--- config.mk ---
export PLATFORM = sky130hd
export DESIGN_NAME = lru_page_replacement_flat
export DESIGN_NICKNAME = d
export VERILOG_FILES = /design/src/hdl/lrupr_pkg.sv /design/src/hdl/lrupr_if.sv /design/src/hdl/lrupr_ram.sv /design/src/hdl/lrupr_cfg.sv /design/src/hdl/lrupr_scan.sv /design/src/hdl/lru_page_replacement.sv /design/src/flat_wrapper.sv
export SDC_FILE = /design/constraint.sdc
export NUM_CORES = 1
export LEC_CHECK = 0
export ABC_AREA = 1
export BUFFER_PORTS_ARGS = -buffer_cell sky130_fd_sc_hd__buf_2
export CAP_MARGIN = 40
export CORE_ASPECT_RATIO = 0.9
export CORE_MARGIN = 2
export CORE_UTILIZATION = 40
export DETAILED_ROUTE_END_ITERATION = 10
export PLACE_DENSITY_LB_ADDON = 0.1
export SETUP_SLACK_MARGIN = 0.1
export SKIP_LAST_GASP = 1
export SYNTH_ARGS = -nofsm -noshare
export SYNTH_HDL_FRONTEND = slang
export SYNTH_HIERARCHICAL = 1
export SYNTH_SLANG_ARGS = --single-unit
--- constraint.sdc ---
create_clock -name clk_i -period 3.2 [get_ports clk_i]
set_input_delay 0.48 -clock clk_i [delete_from_list [all_inputs] [get_ports clk_i]]
set_output_delay 0.48 -clock clk_i [all_outputs]
set_load 0.02 [all_outputs]
--- src/hdl/lrupr_pkg.sv ---
package lrupr_pkg;

  localparam int unsigned FRAMES    = 16;
  localparam int unsigned PAGE_BITS = 16;

  localparam int unsigned PAGE_W = 16;
  localparam int unsigned KEY_W  = (PAGE_BITS < PAGE_W) ? PAGE_BITS : PAGE_W;
  localparam int unsigned IDX_W  = (FRAMES > 1) ? $clog2(FRAMES) : 1;
  localparam int unsigned CNT_W  = $clog2(FRAMES + 1);
  localparam int unsigned FAULT_W = 32;

  localparam int unsigned CFG_W   = 5;
  localparam int unsigned PADDR_W = 3;
  localparam int unsigned PDATA_W = 32;
  localparam logic [CFG_W-1:0] CFG_FRAMES_RESET = 5'd16;

  typedef enum logic {
    REG_FRAMES_IN_USE = 1'b0,
    REG_NONE          = 1'b1
  } reg_idx_e;

  typedef enum logic [1:0] {
    ST_IDLE,
    ST_SCAN,
    ST_UPDATE
  } state_e;

  typedef struct packed {
    logic             start;
    logic             eval;
    logic [IDX_W-1:0] idx;
  } scan_ctl_t;

  typedef struct packed {
    logic [CNT_W-1:0] count;
    logic             hit;
    logic [IDX_W-1:0] hit_idx;
    logic [IDX_W-1:0] hit_rank;
    logic             free_found;
    logic [IDX_W-1:0] free_idx;
    logic             old_found;
    logic [IDX_W-1:0] old_idx;
    logic [IDX_W-1:0] old_rank;
    logic [KEY_W-1:0] old_page;
  } scan_res_t;

endpackage

--- src/hdl/lrupr_if.sv ---
interface lrupr_in_if;
  import lrupr_pkg::*;
  logic              valid;
  logic              ready;
  logic [PAGE_W-1:0] page_number;
  logic              sequence_end;

  modport source (output valid, output page_number, output sequence_end, input ready);
  modport sink (input valid, input page_number, input sequence_end, output ready);
endinterface

interface lrupr_out_if;
  import lrupr_pkg::*;
  logic               valid;
  logic               ready;
  logic               page_fault;
  logic               evicted_valid;
  logic [PAGE_W-1:0]  evicted_page;
  logic [FAULT_W-1:0] fault_total;

  modport source (output valid, output page_fault, output evicted_valid,
                  output evicted_page, output fault_total, input ready);
  modport sink (input valid, input page_fault, input evicted_valid,
                input evicted_page, input fault_total, output ready);
endinterface

--- src/hdl/lrupr_ram.sv ---
module lrupr_ram #(
  parameter int unsigned WIDTH = 16,
  parameter int unsigned DEPTH = 16,
  localparam int unsigned ADDR_W = (DEPTH > 1) ? $clog2(DEPTH) : 1
) (
  input  logic              clk_i,
  input  logic              we_i,
  input  logic [ADDR_W-1:0] waddr_i,
  input  logic [WIDTH-1:0]  wdata_i,
  input  logic              re_i,
  input  logic [ADDR_W-1:0] raddr_i,
  output logic [WIDTH-1:0]  rdata_o
);

  logic [WIDTH-1:0] mem [DEPTH];

  always_ff @(posedge clk_i) begin
    if (we_i) begin
      mem[waddr_i] <= wdata_i;
    end
    if (re_i) begin
      rdata_o <= mem[raddr_i];
    end
  end

endmodule

--- src/hdl/lrupr_cfg.sv ---
module lrupr_cfg (
  input  logic                          clk_i,
  input  logic                          rst_ni,
  input  logic                          psel,
  input  logic                          penable,
  input  logic                          pwrite,
  input  logic [lrupr_pkg::PADDR_W-1:0] paddr,
  input  logic [lrupr_pkg::PDATA_W-1:0] pwdata,
  output logic [lrupr_pkg::PDATA_W-1:0] prdata,
  output logic                          pready,
  output logic [lrupr_pkg::CFG_W-1:0]   frames_in_use_o
);
  import lrupr_pkg::*;

  logic [CFG_W-1:0] frames_q, frames_d;
  reg_idx_e         reg_idx;

  assign pready          = 1'b1;
  assign frames_in_use_o = frames_q;
  assign reg_idx         = reg_idx_e'(paddr[PADDR_W-1]);

  always_comb begin
    frames_d = frames_q;
    if (psel && penable && pwrite && pready && reg_idx == REG_FRAMES_IN_USE) begin
      frames_d = pwdata[CFG_W-1:0];
    end
  end

  always_comb begin
    case (reg_idx)
      REG_FRAMES_IN_USE: prdata = PDATA_W'(frames_q);
      default:           prdata = '0;
    endcase
  end

  always_ff @(posedge clk_i or negedge rst_ni) begin
    if (!rst_ni) begin
      frames_q <= CFG_FRAMES_RESET;
    end else begin
      frames_q <= frames_d;
    end
  end

endmodule

--- src/hdl/lrupr_scan.sv ---
module lrupr_scan (
  input  logic                          clk_i,
  input  logic                          rst_ni,
  input  lrupr_pkg::scan_ctl_t          ctl_i,
  input  logic                          ent_valid_i,
  input  logic [lrupr_pkg::IDX_W-1:0]   ent_rank_i,
  input  logic [lrupr_pkg::KEY_W-1:0]   ent_page_i,
  input  logic [lrupr_pkg::KEY_W-1:0]   key_i,
  output lrupr_pkg::scan_res_t          res_o
);
  import lrupr_pkg::*;

  scan_res_t res_q, res_d;
  logic      page_eq;
  logic      rank_gt;

  assign res_o   = res_q;
  assign page_eq = (ent_page_i == key_i);
  assign rank_gt = (ent_rank_i > res_q.old_rank);

  always_comb begin
    res_d = res_q;
    if (ctl_i.start) begin
      res_d = '0;
    end else if (ctl_i.eval) begin
      if (ent_valid_i) begin
        res_d.count = res_q.count + CNT_W'(1);
        if (!res_q.hit && page_eq) begin
          res_d.hit      = 1'b1;
          res_d.hit_idx  = ctl_i.idx;
          res_d.hit_rank = ent_rank_i;
        end
        if (!res_q.old_found || rank_gt) begin
          res_d.old_found = 1'b1;
          res_d.old_idx   = ctl_i.idx;
          res_d.old_rank  = ent_rank_i;
          res_d.old_page  = ent_page_i;
        end
      end else if (!res_q.free_found) begin
        res_d.free_found = 1'b1;
        res_d.free_idx   = ctl_i.idx;
      end
    end
  end

  always_ff @(posedge clk_i or negedge rst_ni) begin
    if (!rst_ni) begin
      res_q <= '0;
    end else begin
      res_q <= res_d;
    end
  end

endmodule

--- src/hdl/lru_page_replacement.sv ---
// flow: each accepted word is scanned serially over the frame table through one
//   compare unit and one page store read port, then the table is updated and the
//   result registered; a new word is taken only after that result has been issued
// reset: frame valid bits, recency ranks and fault count clear, frame limit goes to 16;
//   the page store is not cleared, no clearing pass is needed
module lru_page_replacement (
  input  logic                          clk_i,
  input  logic                          rst_ni,
  input  logic                          psel,
  input  logic                          penable,
  input  logic                          pwrite,
  input  logic [lrupr_pkg::PADDR_W-1:0] paddr,
  input  logic [lrupr_pkg::PDATA_W-1:0] pwdata,
  output logic [lrupr_pkg::PDATA_W-1:0] prdata,
  output logic                          pready,
  lrupr_in_if.sink                      in_i,
  lrupr_out_if.source                   out_o
);
  import lrupr_pkg::*;

  state_e             state_q, state_d;
  logic [CNT_W-1:0]   cnt_q, cnt_d;
  logic [KEY_W-1:0]   key_q;
  logic               last_q;
  logic [CNT_W-1:0]   lim_q, lim;
  logic [CFG_W-1:0]   frames_in_use;

  logic [FRAMES-1:0]  valid_q, valid_d;
  logic [IDX_W-1:0]   rank_q [FRAMES];
  logic [IDX_W-1:0]   rank_d [FRAMES];
  logic [FAULT_W-1:0] fault_q, fault_d, fault_next;

  logic               out_valid_q;
  logic               fault_r, ev_valid_r;
  logic [PAGE_W-1:0]  ev_page_r;
  logic [FAULT_W-1:0] total_r;

  scan_ctl_t          scan_ctl;
  scan_res_t          res;
  logic [KEY_W-1:0]   rd_page;
  logic               rd_en;
  logic               accept;
  logic               upd_go;
  logic               evict;
  logic [IDX_W-1:0]   slot;

  lrupr_cfg u_cfg (
    .clk_i,
    .rst_ni,
    .psel,
    .penable,
    .pwrite,
    .paddr,
    .pwdata,
    .prdata,
    .pready,
    .frames_in_use_o (frames_in_use)
  );

  lrupr_ram #(
    .WIDTH (KEY_W),
    .DEPTH (FRAMES)
  ) u_page_ram (
    .clk_i,
    .we_i    (upd_go && !res.hit),
    .waddr_i (slot),
    .wdata_i (key_q),
    .re_i    (rd_en),
    .raddr_i (cnt_q[IDX_W-1:0]),
    .rdata_o (rd_page)
  );

  lrupr_scan u_scan (
    .clk_i,
    .rst_ni,
    .ctl_i       (scan_ctl),
    .ent_valid_i (valid_q[scan_ctl.idx]),
    .ent_rank_i  (rank_q[scan_ctl.idx]),
    .ent_page_i  (rd_page),
    .key_i       (key_q),
    .res_o       (res)
  );

  assign in_i.ready          = (state_q == ST_IDLE);
  assign accept              = in_i.valid && in_i.ready;
  assign out_o.valid         = out_valid_q;
  assign out_o.page_fault    = fault_r;
  assign out_o.evicted_valid = ev_valid_r;
  assign out_o.evicted_page  = ev_page_r;
  assign out_o.fault_total   = total_r;

  // effective frame limit
  always_comb begin
    if (frames_in_use == '0) begin
      lim = CNT_W'(1);
    end else if (32'(frames_in_use) > FRAMES) begin
      lim = CNT_W'(FRAMES);
    end else begin
      lim = CNT_W'(frames_in_use);
    end
  end

  // sequencer
  always_comb begin
    state_d        = state_q;
    cnt_d          = cnt_q;
    scan_ctl.start = 1'b0;
    scan_ctl.eval  = 1'b0;
    scan_ctl.idx   = IDX_W'(cnt_q - CNT_W'(1));
    rd_en          = 1'b0;
    upd_go         = 1'b0;
    case (state_q)
      ST_IDLE: begin
        if (accept) begin
          scan_ctl.start = 1'b1;
          cnt_d          = '0;
          state_d        = ST_SCAN;
        end
      end
      ST_SCAN: begin
        rd_en         = (32'(cnt_q) < FRAMES);
        scan_ctl.eval = (cnt_q != '0);
        if (cnt_q == CNT_W'(FRAMES)) begin
          state_d = ST_UPDATE;
        end else begin
          cnt_d = cnt_q + CNT_W'(1);
        end
      end
      ST_UPDATE: begin
        if (!out_valid_q || out_o.ready) begin
          upd_go  = 1'b1;
          state_d = ST_IDLE;
        end
      end
      default: begin
        state_d = ST_IDLE;
      end
    endcase
  end

  // table update
  always_comb begin
    evict      = !res.hit && (res.count >= lim_q);
    slot       = res.hit ? res.hit_idx : (evict ? res.old_idx : res.free_idx);
    fault_next = (res.hit || fault_q == '1) ? fault_q : fault_q + FAULT_W'(1);
    valid_d    = valid_q;
    fault_d    = fault_q;
    for (int j = 0; j < FRAMES; j++) begin
      rank_d[j] = rank_q[j];
    end
    if (upd_go) begin
      fault_d = fault_next;
      for (int j = 0; j < FRAMES; j++) begin
        if (res.hit) begin
          if (valid_q[j] && rank_q[j] < res.hit_rank) begin
            rank_d[j] = rank_q[j] + IDX_W'(1);
          end
        end else if (valid_q[j] && slot != IDX_W'(j)) begin
          rank_d[j] = rank_q[j] + IDX_W'(1);
        end
        if (slot == IDX_W'(j)) begin
          valid_d[j] = 1'b1;
          rank_d[j]  = '0;
        end
        if (last_q) begin
          valid_d[j] = 1'b0;
          rank_d[j]  = '0;
        end
      end
      if (last_q) begin
        fault_d = '0;
      end
    end
  end

  always_ff @(posedge clk_i or negedge rst_ni) begin
    if (!rst_ni) begin
      state_q     <= ST_IDLE;
      cnt_q       <= '0;
      valid_q     <= '0;
      fault_q     <= '0;
      out_valid_q <= 1'b0;
      for (int j = 0; j < FRAMES; j++) begin
        rank_q[j] <= '0;
      end
    end else begin
      state_q <= state_d;
      cnt_q   <= cnt_d;
      valid_q <= valid_d;
      fault_q <= fault_d;
      for (int j = 0; j < FRAMES; j++) begin
        rank_q[j] <= rank_d[j];
      end
      if (upd_go) begin
        out_valid_q <= 1'b1;
      end else if (out_o.ready) begin
        out_valid_q <= 1'b0;
      end
    end
  end

  always_ff @(posedge clk_i) begin
    if (accept) begin
      key_q  <= in_i.page_number[KEY_W-1:0];
      last_q <= in_i.sequence_end;
      lim_q  <= lim;
    end
    if (upd_go) begin
      fault_r    <= !res.hit;
      ev_valid_r <= evict;
      ev_page_r  <= evict ? PAGE_W'(res.old_page) : '0;
      total_r    <= fault_next;
    end
  end

`ifndef SYNTH
  a_result_follows_update: assert property (@(posedge clk_i) disable iff (!rst_ni)
    upd_go |=> out_o.valid)
    else $error("result word missing after table update");

  a_accept_starts_scan: assert property (@(posedge clk_i) disable iff (!rst_ni)
    accept |=> (state_q == ST_SCAN) && (cnt_q == '0))
    else $error("scan did not start after accepted word");

  a_hit_no_evict: assert property (@(posedge clk_i) disable iff (!rst_ni)
    (upd_go && res.hit) |=> (!out_o.evicted_valid && !out_o.page_fault))
    else $error("hit reported a fault or an eviction");

  a_evict_has_victim: assert property (@(posedge clk_i) disable iff (!rst_ni)
    (upd_go && evict) |-> res.old_found)
    else $error("eviction without a valid victim frame");
`endif

endmodule
--- src/flat_wrapper.sv ---
// flat-port wrapper written by rule: the top's interface ports become plain ports
module lru_page_replacement_flat import lrupr_pkg::*;
  (clk_i, rst_ni, psel, penable, pwrite, paddr, pwdata, prdata, pready, in_i_valid, in_i_page_number, in_i_sequence_end, in_i_ready, out_o_valid, out_o_page_fault, out_o_evicted_valid, out_o_evicted_page, out_o_fault_total, out_o_ready);
  lrupr_in_if in_i_i ();
  lrupr_out_if out_o_i ();
  input  logic clk_i;
  input  logic rst_ni;
  input  logic psel;
  input  logic penable;
  input  logic pwrite;
  input  logic [lrupr_pkg::PADDR_W-1:0] paddr;
  input  logic [lrupr_pkg::PDATA_W-1:0] pwdata;
  output logic [lrupr_pkg::PDATA_W-1:0] prdata;
  output logic pready;
  input wire logic [$bits(in_i_i.valid)-1:0] in_i_valid;
  input wire logic [$bits(in_i_i.page_number)-1:0] in_i_page_number;
  input wire logic [$bits(in_i_i.sequence_end)-1:0] in_i_sequence_end;
  output wire logic [$bits(in_i_i.ready)-1:0] in_i_ready;
  output wire logic [$bits(out_o_i.valid)-1:0] out_o_valid;
  output wire logic [$bits(out_o_i.page_fault)-1:0] out_o_page_fault;
  output wire logic [$bits(out_o_i.evicted_valid)-1:0] out_o_evicted_valid;
  output wire logic [$bits(out_o_i.evicted_page)-1:0] out_o_evicted_page;
  output wire logic [$bits(out_o_i.fault_total)-1:0] out_o_fault_total;
  input wire logic [$bits(out_o_i.ready)-1:0] out_o_ready;
  assign in_i_i.valid = in_i_valid;
  assign in_i_i.page_number = in_i_page_number;
  assign in_i_i.sequence_end = in_i_sequence_end;
  assign in_i_ready = in_i_i.ready;
  assign out_o_valid = out_o_i.valid;
  assign out_o_page_fault = out_o_i.page_fault;
  assign out_o_evicted_valid = out_o_i.evicted_valid;
  assign out_o_evicted_page = out_o_i.evicted_page;
  assign out_o_fault_total = out_o_i.fault_total;
  assign out_o_i.ready = out_o_ready;
  lru_page_replacement u_core (.clk_i(clk_i), .rst_ni(rst_ni), .psel(psel), .penable(penable), .pwrite(pwrite), .paddr(paddr), .pwdata(pwdata), .prdata(prdata), .pready(pready), .in_i(in_i_i), .out_o(out_o_i));
endmodule
==> impl_metrics.toml, run 1 <==
[run_status]
outcome = "completed"

[logic_synthesis]
synth_top_area_cell = "edfxtp_1"
synth_seq_cells = 513
async_reset_ff_share_pct = 32.94
ys_warn_count = 6
synth-edff-count = 344
yosysUniqueCellTypes = 48
yosysSeqAreaShare_pct = 55.68
synth_top_flop_cell = "edfxtp_1"
yosys-top-cells-area = "edfxtp_1, dfrtp_1, nand2_1, nand3_1, inv_1"
netlist_area_um2 = 26150
synth_top_area_share_pct = 39.50
syn_inst = 2856
syn_avg_cell_area_um2 = 9.157

[worst_setup_path]
path_class = "reg -> reg"
cp-startpoint = "u_core/cnt_q[0]"
end_kind = "flop"
crit_path_top_delay_cell = "dfrtp_4"
worstPathArrival_ps = 3450
cp_max_fo = 12
worst_setup_path_start_kind = "flop"
required_ps = 3700
reg2reg_from = "u_core/cnt_q[0]"
cp_slowest_stage_delay_ps = 470
crit_path_frequent_cell = "nand2_1"
cp_cell_sequence = "inv_2 -> ha_4 -> buf_12 -> o21ai_0 -> o22ai_1 -> o211ai_1 -> nand2_1 -> ha_4 -> a21oi_1 -> o21ai_1 -> o21ai_1 -> nand2_2 -> nand2_4 -> clkbuf_16 -> nand2_1 -> nand2_1"

[timing]
slew-limit-headroom_pct = 44.96
hold_ws_ps = 45.55
setup_viol = 0
period_share_pct = 92.19
setup_ws_ps = 250.0
drv_slew = 0
skew_ps = 23.66
report.final.hold_viol_count = 0
rsz0062_at_grt = "false"
setup_tns_ps = 0
max_freq_mhz = 339.0
layout_min_cycle_time_ps = 2950
worst_slew_pin_slew_ps = 825.7

[cells_and_area]
seq_area_um2 = 14570
drive_above_1_share_pct = 12.57
areaGrowthSynthToFinish_pct = 14.43
fin_nets = 3138
multi_input_area_um2 = 9504
n_fill_cell = 6094
diodes = 0
layout_commonest_cell = "nand2_1"
final_cell_mix = "nand2_1, inv_1, nand3_1"

[min_path]
min_from = "in_i_page_number[7]"
hold_class = "in -> reg"

[global_route]
grt_pass1_wl_um = 108100
antenna_found_initial = 0
gr-total-overflow = 0
gr-usage-all-layers_pct = 20.86
grt_pass1_vias = 18710
grt_max_degree = 132

[clock_tree]
cts_buffers = 57
cts_root_buffer = "clkbuf_16"
htree_levels = 2
clockBufferDepth = 3
clock_sink_count = 513
clk_pin_slew_ps = 60
cts_tree = "built"
clkLatencyLatePin_ps = 620

[power]
leakage_nw = 13.58
powerDensity_nw_per_um2 = 921.1
peakVddDrop_mv = 0.5358

[drt]
wl_um = 70370
post_drt_wl_per_cell_um = 18.03
dr_total_vias = 19520
drc_errors = 0
final_antenna_net_count = 0
drt_iter0_markers = 1570
drtPass1Iterations = 5
avgViaCountPerCell = 5.000

[floorplanning]
initial_core_util_pct = 40.60
num_rows = 88
ioPinCount = 144
fp.dieW_um = 273.5
core-area_um2 = 64410
dieHeight_um = 246.6
dieArea_um2 = 67440

[job]
maxCapViolations = 0

[placement]
numPortBuffers = 86
place_congestion = 0.8516
place_ws_ps = 156.3
dp_hpwl_um = 45150
## cell type report
cell class                      count  share of cell area [%]
Multi-Input combinational cell   1835                   31.76
Tap cell                          855                   3.575
Timing Repair Buffer              180                   4.440
Inverter                          412                   5.180
Sequential cell                   513                   48.67
Clock inverter                     31                   1.116
Clock buffer                       77                   5.256
## through the flow
| step | total power, mW | instance area [um2] | util (%) | cells |
|---|---|---|---|---|
| final | 27.56 | 29930 | 46.46 | 3903 |
| after floorplan | 17.03 | 26250 | - | 2882 |
| after detailed placement | 20.58 | 27760 | 43.09 | 3776 |
| after CTS | 27.35 | 29800 | 46.27 | 3898 |
| after global routing | 29.46 | 29930 | 46.46 | 3903 |
| after global placement | 20.27 | 27730 | 43.05 | 3775 |
## cell families after synthesis
group,synth area share (%)
AND/OR/NAND/NOR,23.56
buffers and inverters,8.689
other,0.02872
flip-flops,55.68
adder cells (fa/ha/maj),3.828
AO/OA/AOI/OAI,5.770
multiplexers,0.1722
XOR/XNOR,2.277
## final timing paths
kind                                          endpoint  slack [ps]  cells after the start
worst min-delay path                   u_core/key_q[7]          50                      1
worst min register to register  u_core/u_scan/res_o[5]         470                      2
min in group asynchronous            u_core/rank_q[60]         480                      2
max in group asynchronous       u_core/u_scan/res_o[8]        1900                      3
worst max-delay path            u_core/u_scan/res_o[9]         250                     16
worst max register to register  u_core/u_scan/res_o[9]         250                     16
## Yosys cell counts, types with 36 or more instances
| cell | count |
|---|---|
| a21oi_1 | 68 |
| buf_4 | 49 |
| ha_1 | 80 |
| nand2_1 | 748 |
| xor2_1 | 48 |
| inv_1 | 397 |
| nor2_1 | 206 |
| edfxtp_1 | 344 |
| nand3_1 | 361 |
| dfrtp_1 | 168 |
| clkbuf_1 | 36 |
| o21ai_0 | 71 |
## registers in the layout, summed over array words and instances, names as in the netlist, 32 cells and up
register / count
u_core/u_page_ram/mem: 256
u_core/rank_q: 64
u_core/u_scan/res_o: 44
u_core/fault_q: 32
u_core/out_o.fault_total: 32
## power by group
| group | leakage, nW | internal [mW] | switching, mW |
|---|---|---|---|
| clock network | 0.934 | 3.93 | 2.73 |
| registers | 5.40 | 8.59 | 1.23 |
| logic | 7.25 | 3.69 | 7.39 |
## layer usage
metal | wire, um | vias up | track usage (%)
met3 | 4546 | 103 | 3.070
li1 | - | 9551 | -
met2 | 30430 | 591 | 31.66
met4 | 1267 | 0 | 4.950
met5 | 0 | - | 0
met1 | 34120 | 9271 | 31.29
## what timing repair did
action / CTS / global route
endpoints found under the hold margin: 79 / 0
endpoints found under the setup margin: 0 / 36
setup buffers: 0 / 2
hold buffers: 14 / 0
gates resized for setup: 0 / 12
## critical path, delay by kind of cell, from the launching register on
kind,cells,cell delay [ps]
AO/OA/AOI/OAI,6,870
adder cells (fa/ha/maj),2,560
buffers and inverters,3,430
flip-flops,1,470
AND/OR/NAND/NOR,5,500
Power figures use the tool's default switching activity.
==> run 2, diff against run 1 <==
- ABC_AREA: 1 -> default
- CORE_UTILIZATION: 40 -> 55
==> impl_metrics.toml, run 2 <==
[logic_synthesis]
synth_top_area_cell = "edfxtp_1"
async_reset_ff_share_pct = 32.94
yosys-top-cells-area = "edfxtp_1, dfrtp_1, mux4_2, ha_1, nand2_1"
yosysSeqAreaShare_pct = 59.89
netlist_area_um2 = 24310
syn_avg_cell_area_um2 = 13.54
ys_warn_count = 6
yosysUniqueCellTypes = 79
synth_seq_cells = 513
synth_top_flop_cell = "edfxtp_1"
synth_commonest_cells = "edfxtp_1, dfrtp_1, nand2_1"
synth_top_area_share_pct = 42.49
synth-edff-count = 344
syn_inst = 1795
yosysMostFrequentCell = "edfxtp_1"

[global_route]
grt_max_degree = 75
antenna_found_initial = 0
grt_pass1_vias = 15220
gr-total-overflow = 0
grt_pass1_wl_um = 90430
gr-usage-all-layers_pct = 26.18

[cells_and_area]
final_cell_mix = "edfxtp_1, dfrtp_1, nand2_1"
areaGrowthSynthToFinish_pct = 17.72
drive_above_1_share_pct = 24.29
largest_reg_flops = 256
fin_nets = 2138
fin_util_pct = 65.14
n_fill_cell = 3165
diodes = 0
regMostFlops = "u_core/u_page_ram/mem"
layout_commonest_cell = "edfxtp_1"

[floorplanning]
num_rows = 73
dieHeight_um = 203.5
fp.dieW_um = 225.6
ioPinCount = 144
dieArea_um2 = 45900
initial_core_util_pct = 55.34
core-area_um2 = 43930

[drt]
final_antenna_net_count = 0
drtPass1Iterations = 5
drc_errors = 0
wl_um = 58680
drt_iter0_markers = 1530
avgViaCountPerCell = 6.016
post_drt_wl_per_cell_um = 22.24
dr_total_vias = 15870

[timing]
rsz0062_at_grt = "true"
slew-limit-headroom_pct = 42.96
setup_tns_ps = -1382
drv_slew = 0
max_freq_mhz = 303.0
report.final.hold_viol_count = 0
worst_slew_pin_slew_ps = 855.6
hold_ws_ps = 56.51
layout_min_cycle_time_ps = 3300
period_share_pct = 103.1
skew_ps = 22.38
setup_ws_ps = -100.2
setup_viol = 24

[worst_setup_path]
crit_family = "multiplexers"
path_buf_inv = 3
crit_path_top_delay_cell = "mux4_2"
cp_cell_sequence = "inv_8 -> ha_4 -> buf_12 -> mux4_2 -> mux4_2 -> ha_1 -> and4b_1 -> a211oi_2 -> o21ai_2 -> nor3b_4 -> buf_12 -> a22o_2"
end_kind = "flop"
cp_max_fo = 20
required_ps = 3670
worstPathArrival_ps = 3770
path_class = "reg -> reg"
cp_slowest_stage_delay_ps = 510
worst_setup_path_start_kind = "flop"

[clock_tree]
cts_root_buffer = "clkbuf_16"
cts_buffers = 53
clk_pin_slew_ps = 60
clkLatencyLatePin_ps = 600
htree_levels = 2
clockBufferDepth = 3
clock_sink_count = 513
cts_tree = "built"

[job]
maxCapViolations = 0

[power]
peakVddDrop_mv = 0.4911
leakage_nw = 11.17
p_total_mw = 21.22
powerDensity_nw_per_um2 = 741.4

[placement]
numPortBuffers = 86
dp_hpwl_um = 38390
place_ws_ps = -69.93
place_congestion = 0.8579

[min_path]
hold_class = "in -> reg"

[run_status]
outcome = "complete, but fails checks"
violations = "setup timing"
## run 2: per-stage QoR
step	std cells	instance area, um2
floorplan	1821	24640
CTS	2617	28310
finish	2638	28620
global placement	2518	26410
detailed placement	2519	26440
global route	2638	28620
## run 2: final cells by class
cell class / count / area, um2 / share of cell area [%]
clock buffers: 81 / 1604 / 5.605
clock inverters: 13 / 198.9 / 0.6951
inverters: 43 / 175.2 / 0.6120
multi-input cells: 1151 / 9384 / 32.79
flip-flops and latches: 513 / 14570 / 50.89
well taps: 600 / 750.7 / 2.623
repair buffers: 237 / 1942 / 6.785
## run 2: worst register-to-register path, delay by kind of cell (launching register included)
kind | cells | cell delay (ps)
adders and majority gates | 2 | 650
DFF | 1 | 480
and+or+nand+nor | 2 | 360
buffers and inverters | 3 | 350
AOI/OAI and AO/OA | 3 | 490
muxes | 2 | 840
## run 2: power breakdown
group	internal [mW]	total [mW]	leakage (nW)	switching (mW)
logic	3.05	6.59	5.14	3.55
registers	7.76	8.31	5.14	0.547
clock network	3.83	6.32	0.887	2.49
## run 2: path summary, 6_finish.rpt
check / end / cells past startpoint / from / slack (ps)
max in group asynchronous: u_core/fault_q[2] / 3 / rst_ni / 1980
setup reg to reg: u_core/u_scan/res_o[2] / 12 / u_core/cnt_q[0] / -100
hold reg to reg: u_core/u_scan/res_o[3] / 1 / u_core/u_scan/res_o[3] / 500
setup / recovery: u_core/u_scan/res_o[2] / 12 / u_core/cnt_q[0] / -100
hold / removal: u_core/key_q[0] / 1 / in_i_page_number[0] / 60
min in group asynchronous: u_core/rank_q[4] / 2 / rst_ni / 480
## run 2: cell families after synthesis
group	share of synthesized area, %
adders and majority gates	4.117
and+or+nand+nor	10.61
xor gates and xnor gates	2.017
other	0.03089
buffers and inverters	3.247
DFF	59.89
AOI/OAI and AO/OA	9.732
muxes	10.36
## run 2: what timing repair did
| item | CTS | global route |
|---|---|---|
| setup buffers | 2 | 21 |
| resized for setup | 5 | 32 |
| endpoints found under the setup margin | 61 | 334 |
| hold endpoints to repair | 64 | 0 |
| gates cloned | 1 | 1 |
| hold buffers | 1 | 0 |
| pin swaps | 2 | 10 |
## run 2: per-layer routing
layer  track usage, %  vias to the layer above  wire length (um)  share of wire, %
met5                0                        -                 0                 0
met4            6.079                        0               962               1.6
met3            6.584                       80              5525               9.4
met2            38.01                      634             25510                43
met1            39.96                     7917             26690                45
li1                 -                     7240                 -                 -
==> run 3, diff against run 2 <==
- CORE_UTILIZATION: 55 -> 66
- clock period: 3.2 -> 4.2 ns (I/O delays scaled with it)
==> impl_metrics.toml, run 3 (same netlist as run 2, synthesis figures left out) <==
[run_status]
outcome = "completed"

[cells_and_area]
drive_above_1_share_pct = 19.94
areaGrowthSynthToFinish_pct = 11.57
fin_nets = 2068
multi_input_area_um2 = 9096
seq_area_um2 = 14570
largest_reg_flops = 256
regMostFlops = "u_core/u_page_ram/mem"
final_cell_mix = "edfxtp_1, dfrtp_1, nand2_1"
diodes = 0
finalNonFillerCells = 2447
n_fill_cell = 2268
layout_commonest_cell = "edfxtp_1"

[worst_setup_path]
end_kind = "flop"
worst_setup_path_start_kind = "flop"
required_ps = 4670
cp_max_fo = 11
worstPathArrival_ps = 4260
path_class = "reg -> reg"

[floorplanning]
ioPinCount = 144
fp.dieW_um = 206.3
dieHeight_um = 186.1
core-area_um2 = 36250
num_rows = 66
dieArea_um2 = 38390
initial_core_util_pct = 67.06

[drt]
wl_met3_um = 5061
drc_errors = 0
post_drt_wl_per_cell_um = 23.41
wl_um = 57290
wl_met1_um = 24230
drt_iter0_markers = 1960
wl_met2_um = 26550
top_layer = "met4"
drtPass1Iterations = 7
avgViaCountPerCell = 6.537
final_antenna_net_count = 0
dr_total_vias = 16000

[power]
p_int_mw = 10.13
p_sw_mw = 4.721
leakage_nw = 10.63
pwr-share-seq_pct = 42.3
clockPowerShare_pct = 28.9
powerDensity_nw_per_um2 = 547.5
peakVddDrop_mv = 0.3848
p_sw_share_pct = 31.79
power_frac_comb_pct = 28.8
p_total_mw = 14.85

[placement]
dp_hpwl_um = 36300
numPortBuffers = 86
place_congestion = 0.8639
dp.cells = 2352

[min_path]
hold_class = "in -> reg"

[clock_tree]
cts_setup_buffers = 0
cts_root_buffer = "clkbuf_16"
cts_buffers = 50
htree_levels = 2
clkLatencyLatePin_ps = 590
clockBufferDepth = 3
clk_pin_slew_ps = 60
clock_sink_count = 513
post_cts_resized = 0
cts_tree = "built"

[timing]
worst_slew_pin_slew_ps = 909.9
layout_min_cycle_time_ps = 3789
setup_viol = 0
report.final.hold_viol_count = 0
max_freq_mhz = 263.9
drv_slew = 0
period_share_pct = 90.22
setup_tns_ps = 0
hold_ws_ps = 212.9
rsz0062_at_grt = "false"
skew_ps = 16.53
slew-limit-headroom_pct = 39.34

[global_route]
gr-usage-all-layers_pct = 30.79
grt_pass1_vias = 15450
grt_max_degree = 81
grt_pass1_wl_um = 88600
antenna_found_initial = 0
gr-total-overflow = 0

[job]
maxCapViolations = 0
## run 3: changes by cell type in the layout (fill, tap and decap cells not counted), sizes merged
cell | before | now
inv | 41 | 44
clkinvlp | 0 | 1
bufinv | 5 | 2
a41o | 2 | 1
clkinv | 10 | 22
clkbuf | 81 | 68
buf | 236 | 169
clkdlybuf4s18 | 0 | 1
## run 3: routing by layer
layer  global-route usage [%]  vias up
met4                    9.429        0
met1                    46.31     8013
met2                    47.10      790
li1                         -     7077
met3                    4.639      116
met5                        0        -
## run 3: path summary, 6_finish.rpt
check / from / depth (start not counted) / to / slack, ps
hold reg to reg: u_core/u_scan/res_o[19] / 1 / u_core/u_scan/res_o[19] / 510
setup reg to reg: u_core/u_scan/res_o[39] / 11 / u_core/rank_q[37] / 410
min in group asynchronous: rst_ni / 2 / u_core/rank_q[9] / 540
hold / removal: in_i_page_number[9] / 1 / u_core/key_q[9] / 210
max in group asynchronous: rst_ni / 4 / u_core/u_scan/res_o[7] / 2580
setup / recovery: u_core/u_scan/res_o[39] / 11 / u_core/rank_q[37] / 410
## run 3: critical path, stage by stage (launching register included)
cell and delay, ps:
dfrtp_1 410, inv_1 60, ha_1 270, nand2b_4 140, a211o_1 340, a41o_2 370, a221oi_4 570, inv_2 240
buf_4 220, nor4_2 620, nor3_1 120, a221o_1 310
## run 3: what timing repair did
item                                   4_1_cts  5_1_grt
setup endpoints to repair                    0        0
endpoints found under the hold margin       41        0
hold buffers                                 1        0
## run 3: power by group through the flow
stage	logic, mW	clock network, mW	registers (mW)
2_1_floorplan	3.01	0	6.27
3_3_place_gp	4.01	0	6.35
3_5_place_dp	4.16	0	6.37
4_1_cts	4.22	4.35	6.28
5_1_grt	4.56	4.56	6.32
6_report	4.27	4.30	6.28
## run 3: cell type report
class / instances / area share [%]
Multi-Input combinational cell: 1150 / 33.53
Tap cell: 476 / 2.196
Clock inverter: 26 / 0.7058
Timing Repair Buffer: 171 / 4.216
Clock buffer: 68 / 5.051
Sequential cell: 513 / 53.70
Inverter: 43 / 0.5997
## run 3: stage by stage
stage	area [um2]	util [%]	setup slack, ps
5_1_grt	27120	74.82	251.5
2_1_floorplan	24420	-	116.6
6_report	27120	74.82	410.9
3_3_place_gp	25440	70.17	267.1
3_5_place_dp	25550	70.49	473.5
4_1_cts	27120	74.82	434.8
